--- src/design/assert_macros.svh ---
// Assertion macros shared by the texture page valid tracker modules.
`ifndef ASSERT_MACROS_SVH
`define ASSERT_MACROS_SVH

// Same-cycle implication, checked on every rising edge of clk outside reset.
`define ASSERT_IMPLY(lbl, ante, cons, msg) \
    lbl: assert property (@(posedge clk) disable iff (!rst_n) (ante) |-> (cons)) \
        else $error(msg);

// Next-cycle implication, checked on every rising edge of clk outside reset.
`define ASSERT_NEXT(lbl, ante, cons, msg) \
    lbl: assert property (@(posedge clk) disable iff (!rst_n) (ante) |=> (cons)) \
        else $error(msg);

`endif

--- src/design/tpvt_pkg.sv ---
// Types, codes and constants shared by the texture page valid tracker.
package tpvt_pkg;

    // Request function codes.
    localparam logic FUNC_LOOKUP = 1'b0;
    localparam logic FUNC_INVAL  = 1'b1;

    // Colour depth codes.
    localparam logic [1:0] DEPTH_4BPP  = 2'd0;
    localparam logic [1:0] DEPTH_8BPP  = 2'd1;
    localparam logic [1:0] DEPTH_16BPP = 2'd2;
    localparam logic [1:0] DEPTH_BAD   = 2'd3;

    // Page geometry.
    localparam int NUM_DEPTHS     = 3;
    localparam int PAGE_ROWS      = 2;
    localparam int ROW_BITS       = 16;
    localparam int MASK_W         = PAGE_ROWS * ROW_BITS;
    localparam int PAGE_STEP      = 64;
    localparam int PAGE_ROW_SPAN  = 256;
    localparam int FB_WIDTH       = 1024;
    localparam int FB_HEIGHT      = 512;

    typedef logic [MASK_W-1:0] mask_t;
    typedef mask_t [NUM_DEPTHS-1:0] mask_set_t;

    // One request as held in the input register.
    typedef struct packed {
        logic        func;
        logic [1:0]  page_format;
        logic [3:0]  page_col;
        logic        page_row;
        logic [9:0]  rect_left;
        logic [8:0]  rect_top;
        logic [10:0] rect_right;
        logic [9:0]  rect_bottom;
    } cmd_t;

    // One result as held in the output register.
    typedef struct packed {
        logic       hit;
        logic       fill_request;
        logic [1:0] fill_depth;
        logic       bad_format;
    } result_t;

    // Page width in framebuffer columns for each depth: 64, 128 or 256.
    function automatic logic [8:0] depth_span(input int d);
        logic [8:0] span;
        span = 9'(PAGE_STEP << d);
        return span;
    endfunction

endpackage

--- src/design/tpvt_overlap.sv ---
// Rectangle to page overlap decoder: builds the per-depth clear masks.
module tpvt_overlap #(
    parameter int PAGE_COLUMNS = 16
) (
    input  logic [9:0]          rect_left,
    input  logic [8:0]          rect_top,
    input  logic [10:0]         rect_right,
    input  logic [9:0]          rect_bottom,
    output tpvt_pkg::mask_set_t clr_mask
);
    import tpvt_pkg::*;

    logic [10:0] right_c;
    logic [9:0]  bottom_c;
    logic [PAGE_ROWS-1:0] row_hit;
    logic [9:0]  row_y;
    logic [10:0] row_end;
    logic [10:0] col_x;
    logic [11:0] col_end;
    logic        col_on;

    // Clamp the exclusive edges to the framebuffer size.
    always_comb
    begin
        right_c  = (rect_right > 11'(FB_WIDTH)) ? 11'(FB_WIDTH) : rect_right;
        bottom_c = (rect_bottom > 10'(FB_HEIGHT)) ? 10'(FB_HEIGHT) : rect_bottom;
    end

    // Each page is tested on its own; all compares run side by side.
    always_comb
    begin
        clr_mask = '0;
        row_y    = '0;
        row_end  = '0;
        col_x    = '0;
        col_end  = '0;
        col_on   = 1'b0;
        for (int r = 0; r < PAGE_ROWS; r++)
        begin
            row_y      = 10'(r * PAGE_ROW_SPAN);
            row_end    = 11'((r + 1) * PAGE_ROW_SPAN);
            row_hit[r] = (row_y < bottom_c) && ({2'b00, rect_top} < row_end);
            for (int c = 0; c < ROW_BITS; c++)
            begin
                col_x  = 11'(c * PAGE_STEP);
                col_on = (c < PAGE_COLUMNS) && (col_x < right_c);
                for (int d = 0; d < NUM_DEPTHS; d++)
                begin
                    col_end = 12'(c * PAGE_STEP) + {3'b000, depth_span(d)};
                    clr_mask[d][r*ROW_BITS + c] = row_hit[r] && col_on
                        && ({2'b00, rect_left} < col_end);
                end
            end
        end
    end

endmodule

--- src/design/tpvt_valid_store.sv ---
// Valid bit store: per-depth page masks, lookup result and mask update.
`include "assert_macros.svh"

module tpvt_valid_store #(
    parameter int PAGE_COLUMNS = 16
) (
    input  logic                clk,
    input  logic                rst_n,
    input  logic                update_en,
    input  tpvt_pkg::cmd_t      cmd,
    input  tpvt_pkg::mask_set_t clr_mask,
    output tpvt_pkg::result_t   result
);
    import tpvt_pkg::*;

    mask_set_t   mask_reg;
    mask_set_t   mask_next;
    mask_t       cur_mask;
    logic [4:0]  bit_idx;
    logic        col_ok;
    logic        fill;

    assign bit_idx = {cmd.page_row, cmd.page_col};
    assign col_ok  = int'(cmd.page_col) < PAGE_COLUMNS;

    // Select the mask of the named depth.
    always_comb
    begin
        unique case (cmd.page_format)
            DEPTH_4BPP:  cur_mask = mask_reg[0];
            DEPTH_8BPP:  cur_mask = mask_reg[1];
            DEPTH_16BPP: cur_mask = mask_reg[2];
            default:     cur_mask = '0;
        endcase
    end

    // Lookup result; an invalidate gives all zeros.
    always_comb
    begin
        result = '0;
        fill   = 1'b0;
        if (cmd.func == FUNC_LOOKUP)
        begin
            if (cmd.page_format == DEPTH_BAD)
            begin
                result.bad_format = 1'b1;
            end
            else if (col_ok)
            begin
                if (cur_mask[bit_idx])
                begin
                    result.hit = 1'b1;
                end
                else
                begin
                    fill                = 1'b1;
                    result.fill_request = 1'b1;
                    result.fill_depth   = cmd.page_format;
                end
            end
        end
    end

    // Clear overlapped pages on an invalidate, set the page on a fill.
    always_comb
    begin
        mask_next = mask_reg;
        if (update_en)
        begin
            for (int d = 0; d < NUM_DEPTHS; d++)
            begin
                if (cmd.func == FUNC_INVAL)
                begin
                    mask_next[d] = mask_reg[d] & ~clr_mask[d];
                end
                else if (fill && (cmd.page_format == 2'(d)))
                begin
                    mask_next[d][bit_idx] = 1'b1;
                end
            end
        end
    end

    always_ff @(posedge clk or negedge rst_n)
    begin
        if (!rst_n)
        begin
            mask_reg <= '0;
        end
        else
        begin
            mask_reg <= mask_next;
        end
    end

    `ASSERT_NEXT(a_hold_when_idle, !update_en, $stable(mask_reg), "masks changed without a request")
    `ASSERT_NEXT(a_inval_clears, update_en && (cmd.func == FUNC_INVAL), (mask_reg & $past(clr_mask)) == '0, "invalidate left an overlapped page valid")
    `ASSERT_NEXT(a_fill_adds_one, update_en && fill, $countones(mask_reg) == $past($countones(mask_reg)) + 1, "fill did not set exactly one page")

endmodule

--- src/design/texture_page_valid_tracker.sv ---
// Top level of the texture page valid tracker: input register, store, result register.
// Texture page valid tracker. Each request is either a page lookup (hit, or a fill
// request that also marks the page valid; depth code 3 returns bad_format) or a
// framebuffer rectangle invalidate that clears every overlapped page at all three
// depths. Every request yields exactly one result. The block takes one request per
// clock while in_ready is high: a request sits in the input register, where the
// overlap decode and the valid-mask read and update happen, and moves to the result
// register, raising out_valid, once that register is empty or being read out.
// in_ready drops only when both registers are full and out_ready is low. The valid
// masks are cleared by reset.
`include "assert_macros.svh"

module texture_page_valid_tracker #(
    parameter int PAGE_COLUMNS = 16
) (
    input  logic        clk,
    input  logic        rst_n,
    input  logic        in_valid,
    output logic        in_ready,
    input  logic        func,
    input  logic [1:0]  page_format,
    input  logic [3:0]  page_col,
    input  logic        page_row,
    input  logic [9:0]  rect_left,
    input  logic [8:0]  rect_top,
    input  logic [10:0] rect_right,
    input  logic [9:0]  rect_bottom,
    output logic        out_valid,
    input  logic        out_ready,
    output logic        hit,
    output logic        fill_request,
    output logic [1:0]  fill_depth,
    output logic        bad_format
);
    import tpvt_pkg::*;

    logic      s1_valid_reg;
    cmd_t      cmd_reg;
    logic      out_valid_reg;
    result_t   result_reg;
    result_t   result_next;
    mask_set_t clr_mask;
    logic      s1_advance;

    // Pipeline flow control.
    assign s1_advance = s1_valid_reg && (!out_valid_reg || out_ready);
    assign in_ready   = !s1_valid_reg || !out_valid_reg || out_ready;

    // Input register.
    always_ff @(posedge clk or negedge rst_n)
    begin
        if (!rst_n)
        begin
            s1_valid_reg <= 1'b0;
        end
        else if (in_ready)
        begin
            s1_valid_reg <= in_valid;
        end
    end

    always_ff @(posedge clk)
    begin
        if (in_valid && in_ready)
        begin
            cmd_reg <= '{func:        func,
                         page_format: page_format,
                         page_col:    page_col,
                         page_row:    page_row,
                         rect_left:   rect_left,
                         rect_top:    rect_top,
                         rect_right:  rect_right,
                         rect_bottom: rect_bottom};
        end
    end

    // Overlap decode of the held rectangle.
    tpvt_overlap #(
        .PAGE_COLUMNS (PAGE_COLUMNS)
    ) u_overlap (
        .rect_left   (cmd_reg.rect_left),
        .rect_top    (cmd_reg.rect_top),
        .rect_right  (cmd_reg.rect_right),
        .rect_bottom (cmd_reg.rect_bottom),
        .clr_mask    (clr_mask)
    );

    // Valid masks; updated when the request moves to the result register.
    tpvt_valid_store #(
        .PAGE_COLUMNS (PAGE_COLUMNS)
    ) u_store (
        .clk       (clk),
        .rst_n     (rst_n),
        .update_en (s1_advance),
        .cmd       (cmd_reg),
        .clr_mask  (clr_mask),
        .result    (result_next)
    );

    // Result register.
    always_ff @(posedge clk or negedge rst_n)
    begin
        if (!rst_n)
        begin
            out_valid_reg <= 1'b0;
        end
        else if (s1_advance)
        begin
            out_valid_reg <= 1'b1;
        end
        else if (out_ready)
        begin
            out_valid_reg <= 1'b0;
        end
    end

    always_ff @(posedge clk)
    begin
        if (s1_advance)
        begin
            result_reg <= result_next;
        end
    end

    assign out_valid    = out_valid_reg;
    assign hit          = result_reg.hit;
    assign fill_request = result_reg.fill_request;
    assign fill_depth   = result_reg.fill_depth;
    assign bad_format   = result_reg.bad_format;

    `ASSERT_NEXT(a_stalled_request_kept, s1_valid_reg && !s1_advance, s1_valid_reg, "held request was dropped")
    `ASSERT_IMPLY(a_one_outcome, out_valid_reg, $countones({hit, fill_request, bad_format}) <= 1, "result shows more than one outcome")

endmodule

--- config.mk ---
export PLATFORM = sky130hd
export DESIGN_NAME = texture_page_valid_tracker
export DESIGN_NICKNAME = d
export VERILOG_FILES = /design/src/design/tpvt_pkg.sv /design/src/design/tpvt_overlap.sv /design/src/design/tpvt_valid_store.sv /design/src/design/texture_page_valid_tracker.sv
export VERILOG_INCLUDE_DIRS = /design/src /design/src/design
export SDC_FILE = /design/constraint.sdc
export NUM_CORES = 1
export LEC_CHECK = 0
export BUFFER_PORTS_ARGS = -buffer_cell sky130_fd_sc_hd__buf_2
export CAP_MARGIN = 25
export CORE_ASPECT_RATIO = 1.1
export CORE_MARGIN = 2
export CORE_UTILIZATION = 37
export CTS_CLUSTER_DIAMETER = 80
export DETAILED_ROUTE_END_ITERATION = 10
export PLACE_DENSITY_LB_ADDON = 0.05
export SYNTH_ARGS = -nofsm -noshare
export SYNTH_HDL_FRONTEND = slang
export SYNTH_SLANG_ARGS = --single-unit
--- constraint.sdc ---
create_clock -name clk -period 2.95 [get_ports clk]
set_clock_uncertainty 0.1 [all_clocks]
set_input_delay 0.59 -clock clk [delete_from_list [all_inputs] [get_ports clk]]
set_output_delay 0.59 -clock clk [all_outputs]
set_load 0.03 [all_outputs]
* Word-level counts from Yosys, hierarchy flattened
Cells that the tools add are included.
Cells by class: magnitude comparators 38, equal/unequal tests 3, muxes and demuxes 21, bitwise operators 9, reduce and logical (&&, ||, !) cells 136
Operators by type and width (count):
- $mux W32 | 6
- $logic_and A1 B1 Y1 | 121
- $and A32 B32 Y32 | 3
- $not A32 Y32 | 3
- $or A32 B32 Y32 | 3
- $pmux W32 S3 | 1
- $lt A10 B11 Y1 const A | 8
- $lt A10 B10 Y1 const B | 8
- $lt A9 B11 Y1 const A | 4
- $lt A10 B9 Y1 const B | 4
- $lt A8 B11 Y1 const A | 2
- $lt A10 B8 Y1 const B | 2
- $gt A11 B11 Y1 const B | 1
- $lt A1 B11 Y1 const A | 1
- $lt A7 B11 Y1 const A | 1
- $mux W11 | 1
- $gt A10 B10 Y1 const B | 1
- $lt A1 B10 Y1 const A | 1
- $lt A10 B7 Y1 const B | 1
- $lt A9 B10 Y1 const A | 1
- $mux W10 | 1
- $lt A9 B9 Y1 const B | 1
- $mux W1 | 9
- $reduce_bool A2 Y1 | 4
- 13 further kinds | 19
Storage, ports and cells: bits in registers 151, input bits 52, output and inout port bits 7, logic and storage cells 224

* Longest topological paths before layout
word-level depth 10, mapped depth 12, gate-level depth less buffers 7

* Hierarchy
A second synthesis with hierarchy kept.
Unflattened totals: cells, all modules 862, area, all modules 7953.9 µm²
Modules (own cells, without submodules):
- tpvt_valid_store | times used 1, cells an instance 624, area an instance 5268.8 µm², sequential area each 2402.3 µm²
- texture_page_valid_tracker | times used 1, cells an instance 61, area an instance 1695.4 µm², sequential area each 1641.6 µm²
- tpvt_overlap | times used 1, cells an instance 177, area an instance 989.7 µm², sequential area each 0.0 µm²

* Worst setup path after synthesis
No wires, ideal clock.
kind register to register, start register cmd_reg[46] in the netlist's numbering, end register result_reg, in the netlist hit (data pin), setup time 266 ps, arrival time 2000 ps, required time 2584 ps, path slack 583 ps, cell stages (with the launch flop) 12, buffers on the path 4, clock period less this slack 2367 ps, path through edfxtp_1 buf_6 buf_4 nand3b_1 o21ai_0 mux4_2 nand3_1 o311a_1 nor3_2 buf_6 buf_6 nor2b_1
On the way: word-level cells in the longest chain between the ends 5, elaborated cells on any way between the ends 9, those cells by class eq/ne: 3; mux: 4; reduce/logical: 2
RTL lines:
- start, declared | line texture_page_valid_tracker.sv:38 | cmd_t cmd_reg;
- start signal, assigned | line texture_page_valid_tracker.sv:66 | cmd_reg <= '{func: func,
- $eq A2 B2 Y1 (tied with other cells) | line tpvt_valid_store.sv:29 | unique case (cmd.page_format)
- $pmux W32 S3 | line tpvt_valid_store.sv:29
- $bmux W1 S5 | line tpvt_valid_store.sv:50 | if (cur_mask[bit_idx])
- $mux W1 (implied by the code) | line tpvt_valid_store.sv:50
- $mux W1 | line tpvt_valid_store.sv:50
- end signal, assigned | line texture_page_valid_tracker.sv:121 | result_reg <= result_next;
- end, declared | line texture_page_valid_tracker.sv:40 | result_t result_reg;
Parallel ways exist; a longest one is shown, timed or not. The select of a mux whose other input is x is not followed. A chain may end at the register's enable or synchronous reset.

* Worst setup path after layout
start register cmd_reg[46] in the netlist's numbering, end register u_store.mask_reg[21] in the netlist's numbering
On the way: word-level cells in the longest chain between the ends 10, elaborated cells on any way between the ends 13, those cells by class eq/ne: 3; mux: 6; reduce/logical: 4
RTL lines:
- $eq A2 B2 Y1 (tied with other cells) | line tpvt_valid_store.sv:29
- $pmux W32 S3 | line tpvt_valid_store.sv:29
- $bmux W1 S5 | line tpvt_valid_store.sv:50
- $mux W1 (implied by the code) | line tpvt_valid_store.sv:50
- $mux W1 | line tpvt_valid_store.sv:50
- $mux W1 | line tpvt_valid_store.sv:44 | if (cmd.page_format == DEPTH_BAD)
- $mux W1 | line tpvt_valid_store.sv:42 | if (cmd.func == FUNC_LOOKUP)
- $logic_and A1 B1 Y1 (*) | line tpvt_valid_store.sv:76 | else if (fill && (cmd.page_format == 2'(d)))
- $reduce_bool A2 Y1 (no line) (*)
- $reduce_and A2 Y1 (no line) (*)
- end signal, assigned | line tpvt_valid_store.sv:92 | mask_reg <= mask_next;
- end, declared | line tpvt_valid_store.sv:16 | mask_set_t mask_reg;
Every way passes the cells marked *; elsewhere a longest branch is shown, timed or not. The select of a mux whose other input is x is not followed.

==> reports/metrics.csv <==
metric;value;unit
top post-synthesis cells by area;dfrtp_1, edfxtp_1, o31ai_1;
Post-synth EDFFs;39;
Worst EP required;3.15;ns
largest net degree at the start of global routing;58;
cell taking the most area after synthesis;dfrtp_1;
count leader, synth;o31ai_1;
synth cell count leaders;o31ai_1, dfrtp_1, o21ai_0;
LEAKAGE;3.21;nW
Met1 Routed Length;9770;um
first-pass GRT wire length;33800;um
hold buffers post-CTS;0;
drt drc;0;
Worst VDD drop;0.000397;V
Max Cap Viol;0;
Area Growth Syn to Fin;18.2;%
layout cells sized above 1;0.196;
Placeable Area;0.0178;mm2
initial core utilization;0.380;
FF-to-FF Start;cmd_reg[46]$_DFFE_PP_;
clock-pin transition on the worst setup and hold timing paths;0.06;ns
gr usage total;0.231;
clk_lat worst skew;0.43;ns
max layer used;met4;
status;completed;
clock sink count;137;
top-area cell type share of the netlist area;0.362;
period utilization;0.975;
register area share after synthesis;0.535;
DRT Pass-1 Iters;5;
Fmax;0.348;GHz
DIE HEIGHT;146;um
clock tree from TritonCTS;built;
Via density;5.92;
Final setup viols;0;
CP max stage delay;0.49;ns
WP data arrival;3.07;ns
critical path capture point type;flip-flop;
I/O pin cnt;59;
Slew Limit Headroom;0.565;
startpoint class of the critical path;flip-flop;
Vias;5657;
Non-Filler Instances;956;
Max Buffers Root-to-Sink;2;
Least-Margin Pin Slew;0.650;ns
die area;0.0194;mm2
Seq cells post-synth;137;
routed wl met3;1100;um
number of diodes;0;
Tightest Hold Check Type;in -> async;
Final ANT Viol Nets;0;
hpwl dp;15500;um
syn avg cell area;10.4;um2
DIE WIDTH;133;um
TritonCTS Buffers;17;
Synth Flop Type;dfrtp_1;
GPL Wtd Cong;0.930;
Async S/R FF share, synth;0.715;
synthesized cell area;0.00677;mm2
port bufs;44;
worst reg2reg setup slack;0.08;ns
net count reported at finish;757;
Final Max Tran Viols;0;
Netlist cell types;48;
R2R cell count;9;
Setup Buffers After CTS;0;
syn nets;703;
Placed Area;0.00742;mm2
Synth Warn #;0;
total power;4.74;mW
drt first-iter violations;504;
RSZ-0062 raised after global routing;false;
Avg WL per Cell;22.7;um
slowest CP cell;edfxtp_1;
Final Cell Area;0.00800;mm2
aggregate global routing overflow;0;
filler instances;1675;
H-tree lvl count;4;
Hold Violations, Final;0;
clock root cell;clkbuf_16;
final wirelength;21700;um
critical path type;reg -> reg;
row count;51;
Placed Cells;924;
CTS resizes;0;
maximum fanout along the worst path;57;
initial antenna violation count;0;
RR Endpoint;u_store.mask_reg[21]$_DFFE_PN0P_;
vias in the first global route;5699;
Final Critical Period;2.87;ns
post-route setup TNS;0;ns
max FFs per register;96;
Syn Inst Count;651;
cell breakdown of the critical path;buf_12 > mux2_1 > nand2_1 > a311oi_1 > a311oi_1 > o311a_1 > nor3_4 > buf_12 > o31ai_1;
PD cells;593;mW/mm2
met2 wire length;10200;um
==> cells in the final DEF, fill, tap and decap left out, types with 12 or more instances in the layout <==
cell and n:
mux2i_1 21, a21oi_1 12, mux2_2 12, nand2_1 80, o21ai_0 92, clkbuf_16 17
nand3_1 13, buf_4 32, nor2_1 22, dfrtp_1 98, edfxtp_1 39, o31ai_1 103
buf_2 43
==> power by group <==
group | internal (mW) | total [mW] | switching, mW
Sequential | 2.05 | 2.12 | 0.0705
Combinational | 0.179 | 0.561 | 0.382
Clock | 1.20 | 2.06 | 0.861
Total | 3.43 | 4.74 | 1.31
==> area by class of cell <==
cell class | count | area [um2] | share of cell area
clock inverters | 14 | 139 | 0.0174
clock buffers | 18 | 439 | 0.0549
multi-input cells | 461 | 2880 | 0.360
flip-flops and latches | 137 | 3620 | 0.453
well taps | 238 | 298 | 0.0372
repair buffers | 82 | 596 | 0.0744
inverters | 6 | 22.5 | 0.00282
==> worst max path at each step <==
stage | startpoint | to | slack (ns)
global route | cmd_reg[46]$_DFFE_PP_ | u_store.mask_reg[21]$_DFFE_PN0P_ | 0.01
CTS | cmd_reg[46]$_DFFE_PP_ | u_store.mask_reg[13]$_DFFE_PN0P_ | 0.14
detailed placement | cmd_reg[46]$_DFFE_PP_ | u_store.mask_reg[28]$_DFFE_PN0P_ | 0.16
floorplan | cmd_reg[46]$_DFFE_PP_ | hit$_SDFFCE_PP0P_ | 0.58
finish | cmd_reg[46]$_DFFE_PP_ | u_store.mask_reg[21]$_DFFE_PN0P_ | 0.08
global placement | cmd_reg[46]$_DFFE_PP_ | hit$_SDFFCE_PP0P_ | 0.17
==> logic make-up after synthesis <==
kind of cell | Yosys count | synth area share
AOI/OAI and AO/OA | 256 | 0.250
and+or+nand+nor | 170 | 0.119
DFF | 137 | 0.535
buffers and inverters | 53 | 0.0405
muxes | 35 | 0.0560
==> per-stage QoR <==
| stage | util | setup WS (ns) | hold WS, ns |
|---|---|---|---|
| after floorplan | - | 0.583 | 0.194 |
| after global routing | 0.449 | 0.0118 | 0.121 |
| final | 0.449 | 0.0751 | 0.0743 |
| after CTS | 0.449 | 0.140 | 0.0936 |
| after global placement | 0.417 | 0.172 | 0.361 |
| after detailed placement | 0.417 | 0.162 | 0.362 |
==> routing by layer <==
metal	up-vias	GRT usage
li1	2605	-
met1	2801	0.312
met2	208	0.360
met3	43	0.0505
met4	0	0.0957
met5	-	0
==> worst max-delay path: cells and delay by family (launching register included) <==
family          cells  cell delay (ns)
mux                 1             0.20
flops               1             0.49
compound gates      4             1.05
buf+inv             2             0.50
simple gates        2             0.35
Note: power is estimated with default switching activity, not from simulation.
